$ cat src/mfm_pkg.sv
// Shared types and constants for the 4x4 float matrix multiply.
package mfm_pkg;

    localparam int STORE_DEPTH = 16;
    localparam int MAX_EMIT    = 16;
    localparam int CNT_W       = 5;

    localparam logic [1:0]  OP_LOAD_LEFT  = 2'd0;
    localparam logic [1:0]  OP_LOAD_RIGHT = 2'd1;
    localparam logic [1:0]  OP_COMPUTE    = 2'd2;

    localparam logic [31:0] CANON_NAN = 32'h7FC0_0000;
    localparam logic [31:0] POS_ZERO  = 32'h0000_0000;

    typedef struct packed {
        logic [1:0]  operation;
        logic [3:0]  element_index;
        logic [31:0] element_value;
    } cmd_t;

    typedef struct packed {
        logic [3:0]  result_index;
        logic [31:0] result_value;
        logic        last_result;
    } res_t;

    typedef enum logic {
        FPU_MUL,
        FPU_ADD
    } fpu_op_t;

    typedef struct packed {
        logic        valid;
        fpu_op_t     op;
        logic [31:0] a;
        logic [31:0] b;
    } fpu_req_t;

    typedef struct packed {
        logic        valid;
        logic [31:0] value;
    } fpu_rsp_t;

    typedef enum logic [2:0] {
        ST_IDLE,
        ST_MUL,
        ST_MUL_WAIT,
        ST_ADD,
        ST_ADD_WAIT,
        ST_EMIT
    } state_t;

endpackage

$ cat src/matrix4_float_multiply.sv
// Top level of the single-precision square matrix multiply.
//
// Usage: one command beat is taken at a clock edge where start is high and
// busy is low. A load-left or load-right beat writes one element (index
// row*MATRIX_DIM+column) in that same cycle and busy stays low; an index
// beyond the matrix is dropped. A compute beat raises busy and the block
// walks the product in index order, one element at a time. Each element
// is four multiply-then-add steps through a single shared pipelined float
// unit, each multiply and add waiting for its result, then an emit step.
// Each result beat sits on result for exactly one cycle with strobe high;
// the receiver cannot stall, so nothing backs up. last_result marks the
// sixteenth beat, after which busy drops in the next cycle.
// Unused command codes are taken and ignored.
// Reset clears both element stores to +0.0 and returns the sequencer to
// idle; any compute in flight is abandoned.
module matrix4_float_multiply #(
    parameter int MATRIX_DIM = 4
) (
    input  logic          clk,
    input  logic          rst_n,
    input  logic          start,
    output logic          busy,
    input  mfm_pkg::cmd_t command,
    output logic          strobe,
    output mfm_pkg::res_t result
);
    import mfm_pkg::*;

    localparam int ELEMS      = MATRIX_DIM * MATRIX_DIM;
    localparam int EMIT_COUNT = (ELEMS < MAX_EMIT) ? ELEMS : MAX_EMIT;
    localparam int CW         = $clog2(MATRIX_DIM);
    localparam int IXW        = $clog2(ELEMS + STORE_DEPTH) + 1;

    // element stores, reset to +0.0
    logic [31:0] left_store_reg  [STORE_DEPTH];
    logic [31:0] right_store_reg [STORE_DEPTH];

    state_t              state_reg, state_next;
    logic [CW-1:0]       j_reg, j_next;
    logic [CW-1:0]       row_reg, row_next;
    logic [CW-1:0]       col_reg, col_next;
    logic [CNT_W-1:0]    n_reg, n_next;
    logic [31:0]         acc_reg, acc_next;
    logic [31:0]         prod_reg, prod_next;

    logic                accept;
    logic                load_ok;
    logic                last_j, last_col, last_n;
    logic [IXW-1:0]      r_idx, l_idx;
    logic [31:0]         v_elem, u_elem;
    fpu_req_t            fpu_req;
    fpu_rsp_t            fpu_rsp;

    assign accept  = start && (state_reg == ST_IDLE);
    assign load_ok = ({28'd0, command.element_index} < 32'(ELEMS));
    assign last_j   = (j_reg == CW'(MATRIX_DIM - 1));
    assign last_col = (col_reg == CW'(MATRIX_DIM - 1));
    assign last_n   = (n_reg == CNT_W'(EMIT_COUNT - 1));

    // V(row,j) from the right store, U(j,col) from the left store; entries
    // past the store depth are never loadable and read as zero
    assign r_idx  = IXW'(row_reg) * IXW'(MATRIX_DIM) + IXW'(j_reg);
    assign l_idx  = IXW'(j_reg) * IXW'(MATRIX_DIM) + IXW'(col_reg);
    assign v_elem = (r_idx < IXW'(STORE_DEPTH)) ? right_store_reg[r_idx[3:0]] : POS_ZERO;
    assign u_elem = (l_idx < IXW'(STORE_DEPTH)) ? left_store_reg[l_idx[3:0]] : POS_ZERO;

    always_ff @(posedge clk or negedge rst_n)
    begin
        if (!rst_n)
        begin
            for (int i = 0; i < STORE_DEPTH; i++)
            begin
                left_store_reg[i]  <= POS_ZERO;
                right_store_reg[i] <= POS_ZERO;
            end
        end
        else if (accept && load_ok)
        begin
            if (command.operation == OP_LOAD_LEFT)
                left_store_reg[command.element_index] <= command.element_value;
            else if (command.operation == OP_LOAD_RIGHT)
                right_store_reg[command.element_index] <= command.element_value;
        end
    end

    // next state
    always_comb
    begin
        state_next = state_reg;
        unique case (state_reg)
            ST_IDLE:
                if (accept && (command.operation == OP_COMPUTE))
                    state_next = ST_MUL;
            ST_MUL:
                state_next = ST_MUL_WAIT;
            ST_MUL_WAIT:
                if (fpu_rsp.valid)
                    state_next = ST_ADD;
            ST_ADD:
                state_next = ST_ADD_WAIT;
            ST_ADD_WAIT:
                if (fpu_rsp.valid)
                    state_next = last_j ? ST_EMIT : ST_MUL;
            ST_EMIT:
                state_next = last_n ? ST_IDLE : ST_MUL;
            default:
                state_next = ST_IDLE;
        endcase
    end

    // datapath and outputs
    always_comb
    begin
        j_next    = j_reg;
        row_next  = row_reg;
        col_next  = col_reg;
        n_next    = n_reg;
        acc_next  = acc_reg;
        prod_next = prod_reg;
        fpu_req.valid = 1'b0;
        fpu_req.op    = FPU_MUL;
        fpu_req.a     = u_elem;
        fpu_req.b     = v_elem;
        unique case (state_reg)
            ST_IDLE:
            begin
                j_next   = '0;
                row_next = '0;
                col_next = '0;
                n_next   = '0;
                acc_next = POS_ZERO;
            end
            ST_MUL:
                fpu_req.valid = 1'b1;
            ST_MUL_WAIT:
                if (fpu_rsp.valid)
                    prod_next = fpu_rsp.value;
            ST_ADD:
            begin
                fpu_req.valid = 1'b1;
                fpu_req.op    = FPU_ADD;
                fpu_req.a     = acc_reg;
                fpu_req.b     = prod_reg;
            end
            ST_ADD_WAIT:
                if (fpu_rsp.valid)
                begin
                    acc_next = fpu_rsp.value;
                    if (!last_j)
                        j_next = j_reg + 1'b1;
                end
            ST_EMIT:
            begin
                acc_next = POS_ZERO;
                j_next   = '0;
                n_next   = n_reg + 1'b1;
                if (last_col)
                begin
                    col_next = '0;
                    row_next = row_reg + 1'b1;
                end
                else
                    col_next = col_reg + 1'b1;
            end
            default:
            begin
            end
        endcase
    end

    always_ff @(posedge clk or negedge rst_n)
    begin
        if (!rst_n)
        begin
            state_reg <= ST_IDLE;
            j_reg     <= '0;
            row_reg   <= '0;
            col_reg   <= '0;
            n_reg     <= '0;
        end
        else
        begin
            state_reg <= state_next;
            j_reg     <= j_next;
            row_reg   <= row_next;
            col_reg   <= col_next;
            n_reg     <= n_next;
        end
    end

    always_ff @(posedge clk)
    begin
        acc_reg  <= acc_next;
        prod_reg <= prod_next;
    end

    mfm_fpu u_fpu (
        .clk   (clk),
        .rst_n (rst_n),
        .req   (fpu_req),
        .rsp   (fpu_rsp)
    );

    assign busy                = (state_reg != ST_IDLE);
    assign strobe              = (state_reg == ST_EMIT);
    assign result.result_index = n_reg[3:0];
    assign result.result_value = acc_reg;
    assign result.last_result  = last_n;

    a_strobe_busy: assert property (@(posedge clk) disable iff (!rst_n)
        strobe |-> busy)
        else $error("result beat outside a compute");

    a_last_idle: assert property (@(posedge clk) disable iff (!rst_n)
        strobe && result.last_result |=> !busy)
        else $error("busy held after final beat");

    a_busy_cause: assert property (@(posedge clk) disable iff (!rst_n)
        $rose(busy) |-> $past(start) && ($past(command.operation) == OP_COMPUTE))
        else $error("busy rose without a compute beat");

endmodule

$ cat src/mfm_fpu.sv
// Shared single-precision multiply/add unit, three-stage, round to nearest even.
module mfm_fpu (
    input  logic              clk,
    input  logic              rst_n,
    input  mfm_pkg::fpu_req_t req,
    output mfm_pkg::fpu_rsp_t rsp
);
    import mfm_pkg::*;

    // operand decode
    logic        sa, sb;
    logic [7:0]  ea, eb, eae, ebe;
    logic [22:0] fa, fb;
    logic [23:0] ma, mb;
    logic        a_nan, b_nan, a_inf, b_inf, a_zero, b_zero;

    // stage 1
    logic               s1_valid_reg, s1_valid_next;
    logic               s1_spec_reg, s1_spec_next;
    logic [31:0]        s1_sval_reg, s1_sval_next;
    logic               s1_sign_reg, s1_sign_next;
    logic               s1_zsign_reg, s1_zsign_next;
    logic [47:0]        s1_m_reg, s1_m_next;
    logic signed [11:0] s1_e_reg, s1_e_next;

    // stage 2
    logic               s2_valid_reg;
    logic               s2_spec_reg;
    logic [31:0]        s2_sval_reg;
    logic               s2_sign_reg;
    logic               s2_zsign_reg;
    logic [47:0]        s2_m_reg;
    logic signed [11:0] s2_e_reg;
    logic [5:0]         s2_l_reg, s2_l_next;
    logic               s2_zero_reg;

    // stage 3
    logic               s3_valid_reg;
    logic [31:0]        s3_val_reg, s3_val_next;

    // add path
    logic        a_big, sgn_big, sgn_small;
    logic [7:0]  e_big, e_small, d;
    logic [23:0] m_big, m_small;
    logic [53:0] al;
    logic [26:0] big_x, small_x;
    logic [27:0] sum_m;

    // round path
    logic signed [11:0] s_amt, s_a, s_b, fld;
    logic [111:0]       ext;
    logic [6:0]         sr;
    logic [47:0]        q;
    logic               g, st, rnd;
    logic [24:0]        qr;
    logic [33:0]        packed_sum;

    always_comb
    begin
        sa = req.a[31]; ea = req.a[30:23]; fa = req.a[22:0];
        sb = req.b[31]; eb = req.b[30:23]; fb = req.b[22:0];
        a_nan  = (ea == 8'hFF) && (fa != 23'd0);
        b_nan  = (eb == 8'hFF) && (fb != 23'd0);
        a_inf  = (ea == 8'hFF) && (fa == 23'd0);
        b_inf  = (eb == 8'hFF) && (fb == 23'd0);
        a_zero = (ea == 8'd0) && (fa == 23'd0);
        b_zero = (eb == 8'd0) && (fb == 23'd0);
        ma  = {ea != 8'd0, fa};
        mb  = {eb != 8'd0, fb};
        eae = (ea == 8'd0) ? 8'd1 : ea;
        ebe = (eb == 8'd0) ? 8'd1 : eb;

        // larger magnitude first so the subtraction never goes negative
        a_big     = req.a[30:0] >= req.b[30:0];
        e_big     = a_big ? eae : ebe;
        e_small   = a_big ? ebe : eae;
        m_big     = a_big ? ma : mb;
        m_small   = a_big ? mb : ma;
        sgn_big   = a_big ? sa : sb;
        sgn_small = a_big ? sb : sa;
        d         = e_big - e_small;
        al        = {m_small, 3'b000, 27'd0} >> ((d > 8'd27) ? 8'd27 : d);
        big_x     = {m_big, 3'b000};
        small_x   = {al[53:28], al[27] | (|al[26:0])};
        if (sgn_big == sgn_small)
            sum_m = {1'b0, big_x} + {1'b0, small_x};
        else
            sum_m = {1'b0, big_x} - {1'b0, small_x};

        s1_valid_next = req.valid;
        s1_spec_next  = 1'b0;
        s1_sval_next  = CANON_NAN;
        if (req.op == FPU_MUL)
        begin
            s1_sign_next  = sa ^ sb;
            s1_zsign_next = sa ^ sb;
            s1_m_next     = 48'(ma) * 48'(mb);
            s1_e_next     = $signed({4'd0, eae}) + $signed({4'd0, ebe}) - 12'sd300;
            if (a_nan || b_nan || (a_inf && b_zero) || (a_zero && b_inf))
                s1_spec_next = 1'b1;
            else if (a_inf || b_inf)
            begin
                s1_spec_next = 1'b1;
                s1_sval_next = {sa ^ sb, 8'hFF, 23'd0};
            end
        end
        else
        begin
            s1_sign_next  = sgn_big;
            s1_zsign_next = sa & sb;
            s1_m_next     = {20'd0, sum_m};
            s1_e_next     = $signed({4'd0, e_big}) - 12'sd153;
            if (a_nan || b_nan || (a_inf && b_inf && (sa != sb)))
                s1_spec_next = 1'b1;
            else if (a_inf)
            begin
                s1_spec_next = 1'b1;
                s1_sval_next = req.a;
            end
            else if (b_inf)
            begin
                s1_spec_next = 1'b1;
                s1_sval_next = req.b;
            end
        end
    end

    // leading-one position
    always_comb
    begin
        s2_l_next = 6'd0;
        for (int i = 0; i < 48; i++)
        begin
            if (s1_m_reg[i])
                s2_l_next = 6'(i);
        end
    end

    // align to the target lsb, round, pack
    always_comb
    begin
        s_a   = $signed({6'd0, s2_l_reg}) - 12'sd23;
        s_b   = -12'sd149 - s2_e_reg;
        s_amt = (s_a > s_b) ? s_a : s_b;
        sr    = (s_amt > 12'sd111) ? 7'd111 : s_amt[6:0];
        ext   = {s2_m_reg, 64'd0} >> sr;
        if (s_amt < 12'sd0)
        begin
            q  = s2_m_reg << (-s_amt);
            g  = 1'b0;
            st = 1'b0;
        end
        else
        begin
            q  = ext[111:64];
            g  = ext[63];
            st = |ext[62:0];
        end
        rnd        = g & (st | q[0]);
        qr         = q[24:0] + {24'd0, rnd};
        fld        = s_amt + s2_e_reg + 12'sd149;
        packed_sum = {1'b0, fld[9:0], 23'd0} + {9'd0, qr};
        if (s2_spec_reg)
            s3_val_next = s2_sval_reg;
        else if (s2_zero_reg)
            s3_val_next = {s2_zsign_reg, 31'd0};
        else if (packed_sum >= 34'h0_7F80_0000)
            s3_val_next = {s2_sign_reg, 8'hFF, 23'd0};
        else
            s3_val_next = {s2_sign_reg, packed_sum[30:0]};
    end

    always_ff @(posedge clk or negedge rst_n)
    begin
        if (!rst_n)
        begin
            s1_valid_reg <= 1'b0;
            s2_valid_reg <= 1'b0;
            s3_valid_reg <= 1'b0;
        end
        else
        begin
            s1_valid_reg <= s1_valid_next;
            s2_valid_reg <= s1_valid_reg;
            s3_valid_reg <= s2_valid_reg;
        end
    end

    always_ff @(posedge clk)
    begin
        s1_spec_reg  <= s1_spec_next;
        s1_sval_reg  <= s1_sval_next;
        s1_sign_reg  <= s1_sign_next;
        s1_zsign_reg <= s1_zsign_next;
        s1_m_reg     <= s1_m_next;
        s1_e_reg     <= s1_e_next;
        s2_spec_reg  <= s1_spec_reg;
        s2_sval_reg  <= s1_sval_reg;
        s2_sign_reg  <= s1_sign_reg;
        s2_zsign_reg <= s1_zsign_reg;
        s2_m_reg     <= s1_m_reg;
        s2_e_reg     <= s1_e_reg;
        s2_l_reg     <= s2_l_next;
        s2_zero_reg  <= (s1_m_reg == 48'd0);
        s3_val_reg   <= s3_val_next;
    end

    assign rsp.valid = s3_valid_reg;
    assign rsp.value = s3_val_reg;

endmodule

$ cat config.mk
export PLATFORM = sky130hd
export DESIGN_NAME = matrix4_float_multiply
export DESIGN_NICKNAME = d
export VERILOG_FILES = /design/src/mfm_pkg.sv /design/src/matrix4_float_multiply.sv /design/src/mfm_fpu.sv
export SDC_FILE = /design/constraint.sdc
export NUM_CORES = 2
export LEC_CHECK = 0
export BUFFER_PORTS_ARGS = -buffer_cell sky130_fd_sc_hd__clkbuf_2
export CAP_MARGIN = 20
export CORE_AREA = 2 2 454 456
export CTS_CLUSTER_SIZE = 30
export DETAILED_ROUTE_END_ITERATION = 8
export DIE_AREA = 0 0 456 458
export PLACE_DENSITY = 0.67
export SYNTH_ARGS = -nofsm -noshare
export SYNTH_HDL_FRONTEND = slang
export SYNTH_SLANG_ARGS = --single-unit
$ cat constraint.sdc
create_clock -name clk -period 17.5 [get_ports clk]
set_input_delay 3.5 -clock clk [delete_from_list [all_inputs] [get_ports clk]]
set_output_delay 3.5 -clock clk [all_outputs]
set_load 0.02 [all_outputs]
==> qor.csv <==
metric,value,unit
status,finished clean,
ys flop type,dfrtp_1,
initial antenna violation count,10,
Yosys cell types,114,
total gr overflow,0,
Nets,8589,
Post-synth top cells,"1047 x mux2_2, 1041 x dfrtp_1, 820 x nand2_1",
placed insts,10270,
TritonRoute pass-1 iters,8,
Hold Startpoint,u_fpu.s1_e_reg[11],
Worst Setup End Kind,flop,
htree depth,4,
final setup skew,71.88,ps
aggregate routed wire length,278.8,mm
number of global-route vias before repair,64060,
Worst Reg-to-Reg Cells,53,
residual DRC count,0,
Die X,456,um
Slew Limit Fails,0,
Least-Margin Pin Slew,1135,ps
"Seq/Total Area, Yosys",37.22,%
# Max-Cap Violations,0,
Starting DRT DRC Count,5951,
HP Class,flop to flop,
Die ar.,0.2088,mm^2
unrepaired setup endpoints after global routing,no,
worst path arrival time,14610,ps
reg2reg setup slack,3580,ps
minimum clock period after layout,13920,ps
postcts setup bufs,0,
GR Util All Layers,26.46,%
buffers added on ports,79,
via count,62480,
CP peak stage delay,930,ps
Post-synth EDFFs,64,
clk buf depth,3,
Mapped Area,0.08746,mm^2
Async SR Flop Fraction,78.04,%
reg2reg start,j_reg[0],
hold buffer count at cts,0,
"Clk pin slew, worst setup/hold paths",70,ps
Sink Count,1334,
via/cell ratio,5.932,
CTS resizes,0,
Crit Reg-Reg Endpoint,u_fpu.s1_m_reg[25],
Crit path max-delay family,compound AO/OA/AOI/OAI gates,
final setup fails,0,
critical path required time,18190,ps
final hold vios,0,
Peak Freq,0.07184,GHz
"FF+latch count, synth",1334,
wire per inst,26.47,um
Yosys top cell area share,29.79,%
dpl hpwl,197.4,mm
CP Class,flop to flop,
I/O pins,80,
Worst path slowest cell,dfrtp_4,
largest cells by area after synthesis,"dfrtp_1 30%, mux2_2 13%, fa_1 11%",
Final ANT Viol Nets,0,
share of cells above drive strength 1,24.75,%
total CTS buffers,140,
hold endpoint,u_fpu.s2_e_reg[11],
Die Y,458,um
area delta synth->final,9.442,%
largest net degree at the start of global routing,172,
fillcell total,18170,
"Period Utilization, post-route",79.54,%
Core Footprint,0.2038,mm^2
CP Launch Type,flop,
fin cells,10530,
critical-path maximum fanout,71,
RD Place Congestion,0.9822,
hold path cells,0,
Root Buffer,clkbuf_16,
Fin Setup TNS,0,ps
most common cell in the netlist,mux2_2,
slew margin rel.,24.35,%
Synth area leader,dfrtp_1,
CTS tree,built,
Avg Inst Size Synth,11.13,um^2
initial core utilization,42.92,%
crit path buf inv count,6,
Crit path top cell by count,a21oi_1,
Ys Warns,0,
clk_lat worst skew,810,ps
Mapped Cells,7857,
first-pass GRT wire length,419.0,mm
Core Rows,166,
[logic make-up after synthesis]
logic type / Yosys count / synth area share, %
AND/OR/NAND/NOR: 1792 / 8.966
multiplexers: 1517 / 23.13
flip-flops: 1334 / 37.22
buffers and inverters: 1229 / 5.491
AO/OA/AOI/OAI: 1027 / 7.917
adder cells (fa/ha/maj): 820 / 15.90
XOR/XNOR: 136 / 1.362
other: 2 / 0.008587
[worst max-delay path by stage]
| stage | cells past startpoint | to | slack [ps] | start |
|---|---|---|---|---|
| floorplan | 65 | u_fpu.s1_m_reg[25] | 4700 | col_reg[0] |
| global placement | 53 | u_fpu.s1_m_reg[25] | 4070 | j_reg[0] |
| detailed placement | 53 | u_fpu.s1_m_reg[25] | 3880 | j_reg[0] |
| CTS | 53 | u_fpu.s1_m_reg[25] | 3770 | j_reg[0] |
| global route | 53 | u_fpu.s1_m_reg[25] | 2590 | j_reg[0] |
| finish | 53 | u_fpu.s1_m_reg[25] | 3580 | j_reg[0] |
[layer usage]
layer	part of all wire, %	up-vias	track usage (%)	wire, um
li1	-	27010	-	-
met1	41	32490	34.82	115400
met2	47	2407	43.10	131200
met3	7.1	558	5.150	19660
met4	4.5	16	10.32	12410
met5	0.036	-	0	99
[placed cells by master, fill, tap and decap left out, drive strengths merged, types with 64 or more instances in the layout]
cell type	synthesis	final
mux2i	172	172
a22oi	66	66
a21oi	290	290
dfrtp	1041	1041
dfxtp	229	229
mux2	1048	1048
xnor2	96	96
nand3	91	91
clkbuf	360	276
nor3	86	86
nand2	822	822
buf	175	158
edfxtp	64	64
ha	334	334
fa	486	486
nor2	501	501
inv	687	700
o21ai	185	185
mux4	297	297
[through the flow]
| stage | cell area (um^2) | setup slack [ps] | hold WS, ps | utilization (%) |
|---|---|---|---|---|
| 2_1_floorplan | 87560 | 4698 | 309.6 | - |
| 3_3_place_gp | 90760 | 4068 | 309.7 | 44.55 |
| 3_5_place_dp | 90760 | 3878 | 312.1 | 44.55 |
| 4_1_cts | 95680 | 3769 | 319.3 | 46.96 |
| 5_1_grt | 95710 | 2591 | 324.0 | 46.97 |
| 6_report | 95720 | 3581 | 319.9 | 46.98 |
[cell type report]
cell class | count | area (um^2) | area share, %
Clock inverter | 59 | 837.1 | 0.8745
Clock buffer | 198 | 4083 | 4.265
Timing Repair Buffer | 236 | 1679 | 1.754
Inverter | 694 | 2606 | 2.723
Sequential cell | 1334 | 32580 | 34.03
Antenna cell | 2 | 5.005 | 0.005229
Multi-Input combinational cell | 5322 | 50570 | 52.83
Tap cell | 2688 | 3363 | 3.514
Power is left out: the tool's default activity adds up to more than one toggle a clock period on the data nets, which glitch-free logic cannot reach.
